--- src/sv/ffba_pkg.sv ---
// Shared types and constants for the first-fit block allocator.
`timescale 1ns / 1ps

package ffba_pkg;

  localparam int unsigned POOL_SIZE_DEF = 256;
  localparam int unsigned ADDR_W        = 9;
  localparam int unsigned SIZE_W        = 9;

  localparam logic ACT_ALLOC = 1'b0;
  localparam logic ACT_FREE  = 1'b1;

  typedef enum logic [1:0] {
    ST_OK       = 2'd0,
    ST_NO_SPACE = 2'd1,
    ST_BAD_ADDR = 2'd2,
    ST_BAD_SIZE = 2'd3
  } status_e;

  // One pool unit: busy flag and block-start mark.
  typedef struct packed {
    logic busy;
    logic blk_start;
  } unit_t;

endpackage

--- src/sv/first_fit_block_allocator.sv ---
// Top level of the first-fit block allocator: ring of unit cells plus sequencer.
`timescale 1ns / 1ps

// First-fit allocator over POOL_SIZE units. Each unit sits in a cell of a
// circular chain that rotates by one unit per cycle during a request, so the
// sequencer sees every unit at the chain head in address order and writes it
// back at the tail. One request is in flight at a time. An allocate that finds
// room makes one rotation to find the first free run that fits and a second
// to mark it, then loads the output register; an allocate that finds no room
// and a free make one rotation and then load it; a request rejected for size
// or address range loads it with no rotation. The next request is accepted
// from the cycle after the result is loaded, even if that result has not yet
// been taken; a result still waiting when the next one is ready holds the
// sequencer until it is taken. The pool is all free right after reset; no
// clearing pass is needed.

module first_fit_block_allocator #(
  parameter int unsigned POOL_SIZE = ffba_pkg::POOL_SIZE_DEF
) (
  input  logic        clk_i,
  input  logic        rst_ni,
  input  logic        s_axis_tvalid,
  output logic        s_axis_tready,
  input  logic [23:0] s_axis_tdata,  // [8:0] request_size, [17:9] block_address
  input  logic        s_axis_tuser,  // [0] action
  output logic        m_axis_tvalid,
  input  logic        m_axis_tready,
  output logic [15:0] m_axis_tdata,  // [8:0] result_address
  output logic [1:0]  m_axis_tuser   // [1:0] status
);

  ffba_pkg::unit_t cell_q [POOL_SIZE];
  ffba_pkg::unit_t tail;
  logic            shift;
  logic [ffba_pkg::ADDR_W-1:0] res_addr;

  for (genvar i = 0; i < POOL_SIZE; i++) begin : g_ring
    if (i == POOL_SIZE - 1) begin : g_tail
      ffba_cell u_cell (
        .clk_i   (clk_i),
        .rst_ni  (rst_ni),
        .shift_i (shift),
        .unit_i  (tail),
        .unit_o  (cell_q[i])
      );
    end else begin : g_body
      ffba_cell u_cell (
        .clk_i   (clk_i),
        .rst_ni  (rst_ni),
        .shift_i (shift),
        .unit_i  (cell_q[i+1]),
        .unit_o  (cell_q[i])
      );
    end
  end

  ffba_ctrl #(
    .POOL_SIZE (POOL_SIZE)
  ) u_ctrl (
    .clk_i            (clk_i),
    .rst_ni           (rst_ni),
    .req_valid_i      (s_axis_tvalid),
    .req_ready_o      (s_axis_tready),
    .action_i         (s_axis_tuser),
    .request_size_i   (s_axis_tdata[8:0]),
    .block_address_i  (s_axis_tdata[17:9]),
    .rsp_valid_o      (m_axis_tvalid),
    .rsp_ready_i      (m_axis_tready),
    .result_address_o (res_addr),
    .status_o         (m_axis_tuser),
    .head_i           (cell_q[0]),
    .tail_o           (tail),
    .shift_o          (shift)
  );

  assign m_axis_tdata = {7'd0, res_addr};

endmodule

--- src/sv/ffba_cell.sv ---
// One unit of the rotating pool ring.
`timescale 1ns / 1ps

module ffba_cell (
  input  logic           clk_i,
  input  logic           rst_ni,
  input  logic           shift_i,
  input  ffba_pkg::unit_t unit_i,
  output ffba_pkg::unit_t unit_o
);

  ffba_pkg::unit_t unit_q;

  always_ff @(posedge clk_i or negedge rst_ni) begin
    if (!rst_ni) begin
      unit_q <= '0;
    end else if (shift_i) begin
      unit_q <= unit_i;
    end
  end

  assign unit_o = unit_q;

endmodule

--- src/sv/ffba_ctrl.sv ---
// Request sequencer: scans the ring head, rewrites units, holds the result.
`timescale 1ns / 1ps

module ffba_ctrl #(
  parameter int unsigned POOL_SIZE = ffba_pkg::POOL_SIZE_DEF
) (
  input  logic                          clk_i,
  input  logic                          rst_ni,
  input  logic                          req_valid_i,
  output logic                          req_ready_o,
  input  logic                          action_i,
  input  logic [ffba_pkg::SIZE_W-1:0]   request_size_i,
  input  logic [ffba_pkg::ADDR_W-1:0]   block_address_i,
  output logic                          rsp_valid_o,
  input  logic                          rsp_ready_i,
  output logic [ffba_pkg::ADDR_W-1:0]   result_address_o,
  output logic [1:0]                    status_o,
  input  ffba_pkg::unit_t               head_i,
  output ffba_pkg::unit_t               tail_o,
  output logic                          shift_o
);

  localparam int unsigned CW = $clog2(POOL_SIZE);
  localparam int unsigned W  = (CW + 1 > ffba_pkg::ADDR_W) ? CW + 1 : ffba_pkg::ADDR_W;

  typedef enum logic [4:0] {
    S_IDLE = 5'b00001,
    S_FIND = 5'b00010,
    S_MARK = 5'b00100,
    S_FREE = 5'b01000,
    S_DONE = 5'b10000
  } state_e;

  state_e state_q, state_d;
  logic [CW-1:0] cnt_q, cnt_d;
  logic [CW:0]   run_q, run_d;
  logic [CW:0]   end_q, end_d;
  logic [CW-1:0] start_q, start_d;
  logic          found_q, found_d;
  logic          bad_q, bad_d;
  logic          clr_q, clr_d;
  logic [ffba_pkg::SIZE_W-1:0] size_q, size_d;
  logic [ffba_pkg::ADDR_W-1:0] addr_q, addr_d;
  logic [ffba_pkg::ADDR_W-1:0] res_addr_q, res_addr_d;
  ffba_pkg::status_e           res_st_q, res_st_d;
  logic                        m_valid_q, m_valid_d;
  logic [ffba_pkg::ADDR_W-1:0] m_addr_q, m_addr_d;
  ffba_pkg::status_e           m_st_q, m_st_d;

  logic          accept;
  logic          last;
  logic [CW:0]   run_inc;
  logic [W-1:0]  fit_start;
  logic          in_range;
  logic [ffba_pkg::ADDR_W-1:0] pool_addr;

  assign accept    = req_valid_i && req_ready_o;
  assign req_ready_o = (state_q == S_IDLE);
  assign last      = (cnt_q == CW'(POOL_SIZE - 1));
  assign run_inc   = run_q + 1'b1;
  assign fit_start = W'(cnt_q) + W'(1) - W'(size_q);
  assign in_range  = (cnt_q >= start_q) && ((CW + 1)'(cnt_q) < end_q);
  assign pool_addr = ffba_pkg::ADDR_W'(W'(POOL_SIZE));

  always_comb begin
    state_d    = state_q;
    cnt_d      = cnt_q;
    run_d      = run_q;
    end_d      = end_q;
    start_d    = start_q;
    found_d    = found_q;
    bad_d      = bad_q;
    clr_d      = clr_q;
    size_d     = size_q;
    addr_d     = addr_q;
    res_addr_d = res_addr_q;
    res_st_d   = res_st_q;
    m_valid_d  = m_valid_q && !rsp_ready_i;
    m_addr_d   = m_addr_q;
    m_st_d     = m_st_q;
    shift_o    = 1'b0;
    tail_o     = head_i;

    case (state_q)
      S_IDLE: begin
        if (accept) begin
          size_d  = request_size_i;
          addr_d  = block_address_i;
          cnt_d   = '0;
          run_d   = '0;
          found_d = 1'b0;
          bad_d   = 1'b0;
          clr_d   = 1'b0;
          res_addr_d = pool_addr;
          if (action_i == ffba_pkg::ACT_ALLOC) begin
            if (request_size_i == '0) begin
              res_st_d = ffba_pkg::ST_BAD_SIZE;
              state_d  = S_DONE;
            end else if (W'(request_size_i) > W'(POOL_SIZE)) begin
              res_st_d = ffba_pkg::ST_NO_SPACE;
              state_d  = S_DONE;
            end else begin
              state_d = S_FIND;
            end
          end else begin
            if (W'(block_address_i) >= W'(POOL_SIZE)) begin
              res_st_d = ffba_pkg::ST_BAD_ADDR;
              state_d  = S_DONE;
            end else begin
              state_d = S_FREE;
            end
          end
        end
      end
      S_FIND: begin
        shift_o = 1'b1;
        cnt_d   = cnt_q + 1'b1;
        run_d   = head_i.busy ? '0 : run_inc;
        if (!found_q && !head_i.busy && (W'(run_inc) == W'(size_q))) begin
          found_d = 1'b1;
          end_d   = (CW + 1)'(cnt_q) + 1'b1;
          start_d = CW'(fit_start);
        end
        if (last) begin
          cnt_d = '0;
          if (found_d) begin
            state_d = S_MARK;
          end else begin
            res_addr_d = pool_addr;
            res_st_d   = ffba_pkg::ST_NO_SPACE;
            state_d    = S_DONE;
          end
        end
      end
      S_MARK: begin
        shift_o = 1'b1;
        cnt_d   = cnt_q + 1'b1;
        if (in_range) begin
          tail_o.busy      = 1'b1;
          tail_o.blk_start = (cnt_q == start_q);
        end
        if (last) begin
          cnt_d      = '0;
          res_addr_d = ffba_pkg::ADDR_W'(W'(start_q));
          res_st_d   = ffba_pkg::ST_OK;
          state_d    = S_DONE;
        end
      end
      S_FREE: begin
        shift_o = 1'b1;
        cnt_d   = cnt_q + 1'b1;
        if (W'(cnt_q) == W'(addr_q)) begin
          if (head_i.blk_start) begin
            tail_o = '0;
            clr_d  = 1'b1;
          end else begin
            bad_d = 1'b1;
          end
        end else if (clr_q) begin
          if (head_i.busy && !head_i.blk_start) begin
            tail_o = '0;
          end else begin
            clr_d = 1'b0;
          end
        end
        if (last) begin
          cnt_d = '0;
          if (bad_d) begin
            res_addr_d = pool_addr;
            res_st_d   = ffba_pkg::ST_BAD_ADDR;
          end else begin
            res_addr_d = addr_q;
            res_st_d   = ffba_pkg::ST_OK;
          end
          state_d = S_DONE;
        end
      end
      S_DONE: begin
        if (!m_valid_q || rsp_ready_i) begin
          m_valid_d = 1'b1;
          m_addr_d  = res_addr_q;
          m_st_d    = res_st_q;
          state_d   = S_IDLE;
        end
      end
      default: begin
        state_d = S_IDLE;
      end
    endcase
  end

  always_ff @(posedge clk_i or negedge rst_ni) begin
    if (!rst_ni) begin
      state_q   <= S_IDLE;
      cnt_q     <= '0;
      run_q     <= '0;
      found_q   <= 1'b0;
      bad_q     <= 1'b0;
      clr_q     <= 1'b0;
      m_valid_q <= 1'b0;
    end else begin
      state_q   <= state_d;
      cnt_q     <= cnt_d;
      run_q     <= run_d;
      found_q   <= found_d;
      bad_q     <= bad_d;
      clr_q     <= clr_d;
      m_valid_q <= m_valid_d;
    end
  end

  always_ff @(posedge clk_i) begin
    end_q      <= end_d;
    start_q    <= start_d;
    size_q     <= size_d;
    addr_q     <= addr_d;
    res_addr_q <= res_addr_d;
    res_st_q   <= res_st_d;
    m_addr_q   <= m_addr_d;
    m_st_q     <= m_st_d;
  end

  assign rsp_valid_o      = m_valid_q;
  assign result_address_o = m_addr_q;
  assign status_o         = m_st_q;

  // Ring only moves while a pass is running.
  a_shift_in_pass: assert property (@(posedge clk_i) disable iff (!rst_ni)
    shift_o |-> (state_q == S_FIND || state_q == S_MARK || state_q == S_FREE))
    else $error("ring shifted outside a scan pass");

  // Allocation only claims units that were free.
  a_mark_free_only: assert property (@(posedge clk_i) disable iff (!rst_ni)
    (state_q == S_MARK && in_range) |-> !head_i.busy)
    else $error("allocation overlaps a busy unit");

  // First unit of the new block carries the start mark.
  a_mark_start: assert property (@(posedge clk_i) disable iff (!rst_ni)
    (state_q == S_MARK && cnt_q == start_q) |-> (tail_o.busy && tail_o.blk_start))
    else $error("block start not marked");

  // Release never sets a unit busy.
  a_free_no_set: assert property (@(posedge clk_i) disable iff (!rst_ni)
    (state_q == S_FREE && tail_o.busy) |-> head_i.busy)
    else $error("release set a unit busy");

  // A pass always runs a full rotation from unit zero.
  a_pass_start: assert property (@(posedge clk_i) disable iff (!rst_ni)
    (state_q == S_IDLE && state_d != S_IDLE) |=> (cnt_q == '0))
    else $error("pass did not start at unit zero");

endmodule
--- config.mk ---
export PLATFORM = sky130hd
export DESIGN_NAME = first_fit_block_allocator
export DESIGN_NICKNAME = d
export VERILOG_FILES = /design/src/sv/ffba_pkg.sv /design/src/sv/first_fit_block_allocator.sv /design/src/sv/ffba_cell.sv /design/src/sv/ffba_ctrl.sv
export SDC_FILE = /design/constraint.sdc
export NUM_CORES = 1
export LEC_CHECK = 0
export BUFFER_PORTS_ARGS = -buffer_cell sky130_fd_sc_hd__buf_4
export CORE_MARGIN = 4
export CORE_UTILIZATION = 50
export CTS_CLUSTER_SIZE = 8
export DETAILED_ROUTE_END_ITERATION = 10
export GPL_ROUTABILITY_DRIVEN = 0
export PLACE_DENSITY = 0.66
export SLEW_MARGIN = 25
export SYNTH_ARGS = -nofsm -noshare
export SYNTH_HDL_FRONTEND = slang
export SYNTH_SLANG_ARGS = --single-unit
--- constraint.sdc ---
create_clock -name clk_i -period 6.53 [get_ports clk_i]
set_input_delay 0.653 -clock clk_i [delete_from_list [all_inputs] [get_ports clk_i]]
set_output_delay 0.653 -clock clk_i [all_outputs]
set_load 0.01 [all_outputs]
== Yosys cells after proc, flatten, opt, wreduce, memory -nomap -nowiden ==
Cells that the tools add are included.

* $add $sub $neg: 4
* Multipliers: 0
* Div/mod/pow operators: 0
* Order comparisons: 4
* Equality and inequality tests: 19
* Shifts and indexed selects: 0
* Muxes and demuxes: 56
* Bitwise logic cells: 0
* Reductions and logical operators: 29

{| class="wikitable"
|+ Operators by type and width
! cell !! count
|-
| 2-to-1 mux 9 bit || 8
|-
| 2-to-1 mux 5 bit || 9
|-
| case mux 9 bit (4 select lines) || 1
|-
| 2-to-1 mux 2 bit || 15
|-
| case mux 5 bit (4 select lines) || 1
|-
| case mux 9 bit (2 select lines) || 1
|-
| 2-to-1 mux 8 bit || 2
|-
| case mux 8 bit (2 select lines) || 1
|-
| 2-to-1 mux 1 bit || 13
|-
| AND reduction 2 bit || 6
|-
| != test 2 x 1 -> 1 bit, second input constant || 5
|-
| adder 8 x 1 -> 9 bit, second input constant || 1
|-
| adder 9 x 1 -> 9 bit, second input constant || 1
|-
| == test 8 x 9 -> 1 bit || 1
|-
| == test 9 bit || 1
|-
| >= comparator 9 bit, second input constant || 1
|-
| greater-than comparator 9 bit, second input constant || 1
|-
| zero test 9 bit || 1
|-
| < comparator 8 x 9 -> 1 bit || 1
|-
| adder 8 x 1 -> 8 bit, second input constant || 1
|-
| == test 8 bit || 1
|-
| == test 8 bit, second input constant || 1
|-
| >= comparator 8 bit || 1
|-
| case mux 2 bit (4 select lines) || 1
|-
| 22 further kinds || 37
|}

* Flip-flop bits (word level): 595
* Latch bits: 0
* Bits in writable memories: 0
* ROM bits: 0
* Bits of input ports: 29
* Output and inout bits: 20
* Word-level logic and storage cells: 639
* Memories kept: 0

== Logic depth before layout (Yosys ltp) ==
Gate-level depths: netlist of run 1.

* Depth after elaboration: 8
* Gate-level depth with buffers: 9
* Mapped depth without buffers: 9

== Hierarchy ==
A second synthesis of run 1 with hierarchy kept.

* Cells, all modules: 1406
* Area, all modules: 22980.8 µm²

{| class="wikitable"
|+ By module, submodules not included
! module !! times used !! cells an instance !! area each (µm²) !! seq. area each (µm²)
|-
| ffba_cell || 256 || 4 || 72.6 || 50.0
|-
| ffba_ctrl || 1 || 374 || 4346.7 || 2363.5
|-
| first_fit_block_allocator || 1 || 8 || 56.3 || 0.0
|}

== Worst setup path before layout of run 1 ==
Ideal clock, no wire load.

* Path type: register to register
* From: register u_ctrl.run_q[0]
* To: register u_ctrl.res_addr_q[0] in the netlist's numbering (enable)
* Setup time: 390 ps
* Data arrival time: 2306 ps
* Required time: 6140 ps
* Setup slack: 3834 ps
* Stages on the path, launching flop included: 7
* Path buffers: 0
* Period minus slack after synthesis: 2696 ps
* Path through: dfrtp_1 ha_1 and2_1 a211o_1 a31oi_1 nor4_4 o31ai_1

* Longest elaborated chain between the ends: 7

{| class="wikitable"
|+ Ends and longest elaborated chain
! what !! line !! source
|-
| from (decl) || ffba_ctrl.sv:36 || <nowiki>logic [CW:0] run_q, run_d;</nowiki>
|-
| from (signal assigned) || ffba_ctrl.sv:204 || <nowiki>run_q <= run_d;</nowiki>
|-
| adder 9 x 1 -> 9 bit || ffba_ctrl.sv:60 || <nowiki>assign run_inc = run_q + 1'b1;</nowiki>
|-
| == test 9 bit || ffba_ctrl.sv:119 || <nowiki>if (!found_q && !head_i.busy && (W'(run_inc) == W'(size_q))) begin</nowiki>
|-
| logical AND 1 bit || ffba_ctrl.sv:119 ||
|-
| 2-to-1 mux 1 bit || ffba_ctrl.sv:119 ||
|-
| 2-to-1 mux 1 bit || ffba_ctrl.sv:84 || <nowiki>case (state_q)</nowiki>
|-
| != test 2 bit (no source line) || -- ||
|-
| AND reduction 6 bit (no source line) || -- ||
|-
| to (signal assigned) || ffba_ctrl.sv:217 || <nowiki>res_addr_q <= res_addr_d;</nowiki>
|-
| to (decl) || ffba_ctrl.sv:44 || <nowiki>logic [ffba_pkg::ADDR_W-1:0] res_addr_q, res_addr_d;</nowiki>
|}

Every way passes these cells. The select of a mux whose other input is x is not followed.
A chain may end at the register's enable or synchronous reset.

== Worst setup path after layout of run 1 ==
* From: register u_ctrl.state_q[3]
* To: register g_ring[55].g_body.u_cell.unit_q, in the netlist g_ring[55].g_body.u_cell.unit_o[1]

* Longest elaborated chain between the ends: 3
* Elaborated cells on any way between the ends: 5
* Those cells by class: 3 x eq/ne; 1 x mux; 1 x reduce/logical

{| class="wikitable"
|+ Ends and longest elaborated chain
! what !! line !! source
|-
| from (decl) || ffba_ctrl.sv:34 || <nowiki>state_e state_q, state_d;</nowiki>
|-
| from (signal assigned) || ffba_ctrl.sv:202 || <nowiki>state_q <= state_d;</nowiki>
|-
| == test 5 x 2 -> 1 bit, or another cell as far along || ffba_ctrl.sv:84 ||
|-
| OR reduction 3 bit (no source line) (*) || -- ||
|-
| 2-to-1 mux 1 bit (*) || ffba_ctrl.sv:84 ||
|-
| to (signal assigned) || ffba_cell.sv:18 || <nowiki>unit_q <= unit_i;</nowiki>
|-
| to (decl) || ffba_cell.sv:12 || <nowiki>ffba_pkg::unit_t unit_q;</nowiki>
|}

Every way passes the cells marked *; elsewhere a longest branch is shown, timed or not.

==> flow_summary.toml, run 1 <==
[floorplanning]
core_sq_mm = 0.0465
rows = 79
die_w_microns = 225
start_util_pct = 50.6
die_area_sq_mm = 0.0505
ioPinCount = 49
fp.dieH_microns = 225

[cts]
cts_tree = "yes"
cts_buffers = 84
clockRootBuffer = "clkbuf_16"
cts_resized = 0
cts_setup_buffers = 0
ctsHoldBuffers = 0
insertion_delay_ps = 600
cts_buffer_depth = 3
h-tree-depth = 3
cts.sinks = 595
cts.clk_slew.worst_paths_ps = 50

[drt]
viasPerCell = 4.93
num_vias = 15775
route.detailed.drc = 0
drtAntennaViolNets = 0
firstDrtPassIters = 5
wl_mm = 39.8
drt_iter0_drc = 1246
wl_per_cell_microns = 12.4

[setup_path]
endpoint_kind = "flip-flop"
crit_chain = "o21ai_0 -> o211a_4 -> buf_4 -> buf_4 -> nand2_1 -> nand2_1"
crit_required_ps = 7050
critical_path.top_delay_family = "buffers and inverters"
cp_max_fo = 86
slowest_stage = "buf_4"
critPathKind = "flip-flop to flip-flop"
path_buf_inv = 2
crit_arrival_ps = 3710
start_kind = "flip-flop"
critPathMaxStageDelay_ps = 770

[logic_synthesis]
yosys_warnings = 0
syn-instance-count = 2564
synth_edf_count = 57
async_flop_share_pct = 90.4
ys_ff_latch = 595
ys.flop_type = "dfrtp_1"
synth.avg_cell_area_sq_um = 9.16
syn_area_sq_mm = 0.0235
synth_cell_types = 57
seq_area_frac_synth_pct = 64.6

[placement]
io_buffers = 35
hpwl_mm = 22.1
post_dp_cell_area_sq_mm = 0.0242

[min_path]
hold_path_class = "input pin to async pin"

[timing]
finalSetupViolations = 0
tightest_slew_ps = 1010
fin_skew_ps = 20.7
rsz0062_at_grt = "no"
slew_viol_final = 0
finalCritPeriodShare_pct = 48.8
final.setup.tns_ps = 0
clock.fmax_mhz = 314
layout_min_cycle_time_ps = 3190
hold_viol_final = 0
maxSlewHeadroom_pct = 32.4

[finish]
final_common_cell = "nand2_1"
layout_common_cells = "nand2_1 (1556), dfrtp_1 (537), clkbuf_16 (87)"
fin_util_pct = 57.0
antenna_cells = 0
area_delta_synth_final_pct = 12.8
drive_above_1_share_pct = 5.82
fillers = 3970
postLayoutCellArea_sq_mm = 0.0265
final_nets = 2634

[power]
power.net_switching_w = 0.00211
ir_drop_v = 0.000205
pwr-share-comb_pct = 8.7
intPower_w = 0.00636
p_leak_nw = 14.7
p_per_area_mw_per_mm2 = 320
clkPwrFrac_pct = 45.0
netSwitchingFraction_pct = 24.9
seqPwrFrac_pct = 46.3

[run_status]
status = "finished, final reports clean"

[global_route]
grt_max_degree = 226
grt.total_usage_pct = 16.3
grt_overflow = 0
antenna_found_initial = 0
grt_pass1_vias = 15214
grt_pass1_wl_mm = 70.8

[job]
drv_cap = 0
## path summary, 6_finish.rpt
| path | from | depth (start not counted) | endpoint | slack, ps |
|---|---|---|---|---|
| max in group asynchronous | rst_ni | 3 | g_ring[104].g_body.u_cell.unit_o[0]$_DFFE_PN0P_ | 4990 |
| min reg2reg | u_ctrl.res_addr_q[7]$_DFFE_PP_ | 0 | u_ctrl.result_address_o[7]$_DFFE_PP_ | 420 |
| min in group clk_i | s_axis_tdata[14] | 1 | u_ctrl.addr_q[5]$_DFFE_PP_ | 230 |
| max | u_ctrl.state_q[3]$_DFFE_PN0P_ | 6 | g_ring[55].g_body.u_cell.unit_o[1]$_DFFE_PN0P_ | 3340 |
| min | rst_ni | 1 | u_ctrl.cnt_q[3]$_DFFE_PN0P_ | 9 |
| max reg2reg | u_ctrl.state_q[3]$_DFFE_PN0P_ | 6 | g_ring[55].g_body.u_cell.unit_o[1]$_DFFE_PN0P_ | 3340 |
## stage by stage
| step | total power (W) | setup slack [ps] | hold slack [ps] | cells |
|---|---|---|---|---|
| finish | 0.00847 | 3340 | 9.16 | 3200 |
| global route | 0.00887 | 3040 | 27.8 | 3200 |
| CTS | 0.00860 | 3330 | 191 | 3199 |
| detailed placement | 0.00473 | 3360 | 406 | 3098 |
| global placement | 0.00470 | 3430 | 404 | 3097 |
| floorplan | 0.00447 | 3830 | 357 | 2570 |
## flip-flops by register name (all words and copies together) (netlist names), 9 cells and up
signal and count:
g_ring.g_body.u_cell.unit_o 510, u_ctrl.addr_q 9, u_ctrl.end_q 9, u_ctrl.res_addr_q 9, u_ctrl.result_address_o 9, u_ctrl.run_q 9
u_ctrl.size_q 9
## cell usage after synthesis (12+ instances only)
| master | number | share of area, % |
|---|---|---|
| clkbuf_1 | 108 | 1.7 |
| o21ai_0 | 27 | 0.58 |
| a21oi_1 | 15 | 0.32 |
| edfxtp_1 | 57 | 7.3 |
| xnor2_1 | 12 | 0.45 |
| inv_1 | 33 | 0.53 |
| nand3_1 | 12 | 0.26 |
| xor2_1 | 15 | 0.56 |
| nand2_1 | 1556 | 25 |
| ha_1 | 26 | 1.4 |
| nor2_1 | 34 | 0.54 |
| dfrtp_1 | 537 | 57 |
## kinds of logic (layout without fill, tap and decap cells)
group | count (synthesis) | in the layout | synth area share [%]
and+or+nand+nor | 1655 | 1655 | 27.4
DFF | 595 | 595 | 64.6
buffers and inverters | 162 | 185 | 2.74
AOI/OAI and AO/OA | 95 | 95 | 2.71
adders and majority gates | 27 | 27 | 1.47
xor gates and xnor gates | 27 | 27 | 1.01
muxes | 2 | 2 | 0.0852
other | 1 | 7 | 0.0160
## power by group through the flow
stage	Clock [W]	Combinational (W)	Sequential, W
after floorplan	0	0.000508	0.00396
final	0.00381	0.000739	0.00392
after CTS	0.00393	0.000748	0.00392
after global placement	0	0.000727	0.00398
after global routing	0.00411	0.000834	0.00392
after detailed placement	0	0.000747	0.00398
## worst reg2reg max path: stages (launching register included)
cell and delay (ps):
dfrtp_1 450, o21ai_0 310, o211a_4 590, buf_4 700, buf_4 800, nand2_1 170
nand2_1 90
## layout make-up
class	instances	area, sq um	area share [%]
clock buffer	97	2210	8.36
clock inverter	4	60.1	0.227
inverter	33	124	0.468
multi-input combinational	1813	7700	29.1
sequential	595	15200	57.3
tap	607	759	2.87
timing repair buffer	51	455	1.72
## layer usage
metal | track usage, % | wire, microns | vias up
met1 | 22.7 | 18900 | 7545
li1 | - | - | 7910
met5 | 0 | 0 | -
met3 | 3.69 | 1550 | 93
met4 | 5.83 | 1190 | 0
met2 | 25.6 | 18200 | 227
(Power assumes the default switching activity.)
==> run 2: changes to the inputs <==
- clock period: 6.53 -> 3.05 ns (I/O delays scaled with it)
==> run 2 against run 1 <==
Net effect:
- final area up 1.3%
- total power up 120%
- clock power up 110%
- sequential cell count unchanged
- clock skew down 0.88 ps
- global-route usage up 0.69 points
- via count up 1.2%
==> flow_summary.toml, run 2 (synthesis gave the netlist of run 1 again) <==
[finish]
largest_reg_flops = 510
layout_common_cells = "nand2_1 (1556), dfrtp_1 (537), clkbuf_16 (85)"
final_nets = 2662
fillers = 3908
final_common_cell = "nand2_1"
drive_above_1_share_pct = 6.07
area_delta_synth_final_pct = 14.3
antenna_cells = 0

[timing]
fin_skew_ps = 19.8
finalSetupViolations = 0
rsz0062_at_grt = "no"
finalCritPeriodShare_pct = 83.2
slew_viol_final = 0
layout_min_cycle_time_ps = 2540
clock.fmax_mhz = 394
worst_slack_ps = 513
tightest_slew_ps = 845
hold_viol_final = 0
maxSlewHeadroom_pct = 43.7
final.setup.tns_ps = 0

[job]
drv_cap = 0

[setup_path]
rrSetupSlack_ps = 510
start_kind = "flip-flop"
reg2regPathDepth = 7
critPathKind = "flip-flop to flip-flop"
crit_arrival_ps = 2830
endpoint_kind = "flip-flop"
cp_max_fo = 9
crit_required_ps = 3340
setup.worst_path.start = "u_ctrl.cnt_q[0]$_DFFE_PN0P_"
rr_startpoint = "u_ctrl.cnt_q[0]$_DFFE_PN0P_"

[cts]
cts.clk_slew.worst_paths_ps = 50
h-tree-depth = 3
clockRootBuffer = "clkbuf_16"
cts_buffer_depth = 3
cts_tree = "yes"
insertion_delay_ps = 590
cts_buffers = 84
cts.sinks = 595

[placement]
hpwl_mm = 23.0
place_ws_ps = 547
io_buffers = 35

[global_route]
grt_overflow = 0
grt_max_degree = 203
grt_pass1_vias = 15877
grt.total_usage_pct = 17.0
antenna_found_initial = 0
grt_pass1_wl_mm = 73.9

[min_path]
hold_path_class = "input pin to flip-flop"
holdCritStartpoint = "m_axis_tready"
whs_path_depth = 3

[drt]
firstDrtPassIters = 5
num_vias = 15962
wl_per_cell_microns = 12.8
drtAntennaViolNets = 0
viasPerCell = 4.94
wl_mm = 41.2
drt_iter0_drc = 1370
route.detailed.drc = 0

[power]
p_per_area_mw_per_mm2 = 681
ir_drop_v = 0.000453
p_leak_nw = 14.8

[floorplanning]
rows = 79
core_sq_mm = 0.0465
die_area_sq_mm = 0.0505
die_w_microns = 225
ioPinCount = 49
fp.dieH_microns = 225
start_util_pct = 50.6

[run_status]
status = "finished, final reports clean"
## run 2: what timing repair did
item,CTS,global route
buffers inserted,0,0
resized for setup,0,0
hold endpoints to repair,82,0
hold buffers,19,0
## run 2: area by class of cell
type	instances	area (sq um)	area share [%]
Inverter	33	124	0.461
Clock inverter	5	95.1	0.354
Clock buffer	96	2170	8.08
Tap cell	607	759	2.83
Sequential cell	595	15200	56.5
Timing Repair Buffer	79	823	3.07
Multi-Input combinational cell	1813	7700	28.7
## run 2: critical path, cell delays in order (launching register included)
cell	delay, ps
dfrtp_1	510
ha_1	290
and3_1	230
and4_1	340
nand2b_1	290
nand2_1	110
o31ai_1	220
buf_4	230
## run 2: final timing paths
check,to
worst max-delay path,u_ctrl.res_addr_q[1]$_DFFE_PP_
worst min-delay path,u_ctrl.rsp_valid_o$_DFF_PN0_
worst max register to register,u_ctrl.res_addr_q[1]$_DFFE_PP_
worst min register to register,u_ctrl.result_address_o[3]$_DFFE_PP_
max in group asynchronous,g_ring[15].g_body.u_cell.unit_o[0]$_DFFE_PN0P_
min in group asynchronous,u_ctrl.cnt_q[5]$_DFFE_PN0P_
## run 2: metrics by stage
step	instance area, sq um	std cells	total power [W]	util [%]	hold WS, ps
2_1_floorplan	23500	2570	0.00957	-	9.41
3_3_place_gp	24400	3108	0.0102	52.5	338
3_5_place_dp	24400	3108	0.0102	52.5	340
4_1_cts	26800	3228	0.0186	57.8	6.01
5_1_grt	26800	3228	0.0191	57.8	42.1
6_report	26800	3228	0.0183	57.8	38.3
## run 2: routing by layer
layer	routed length, microns	GRT usage, %	up-vias
met1	19400	23.8	7659
met3	1720	3.51	82
met2	19100	26.9	236
met5	0	0	-
met4	970	6.07	0
li1	-	-	7985
## run 2: where the power goes
part           total [W]  internal, W  switching (W)
Sequential       0.00839      0.00827       0.000117
Clock            0.00818      0.00502        0.00317
Combinational    0.00170     0.000399        0.00130
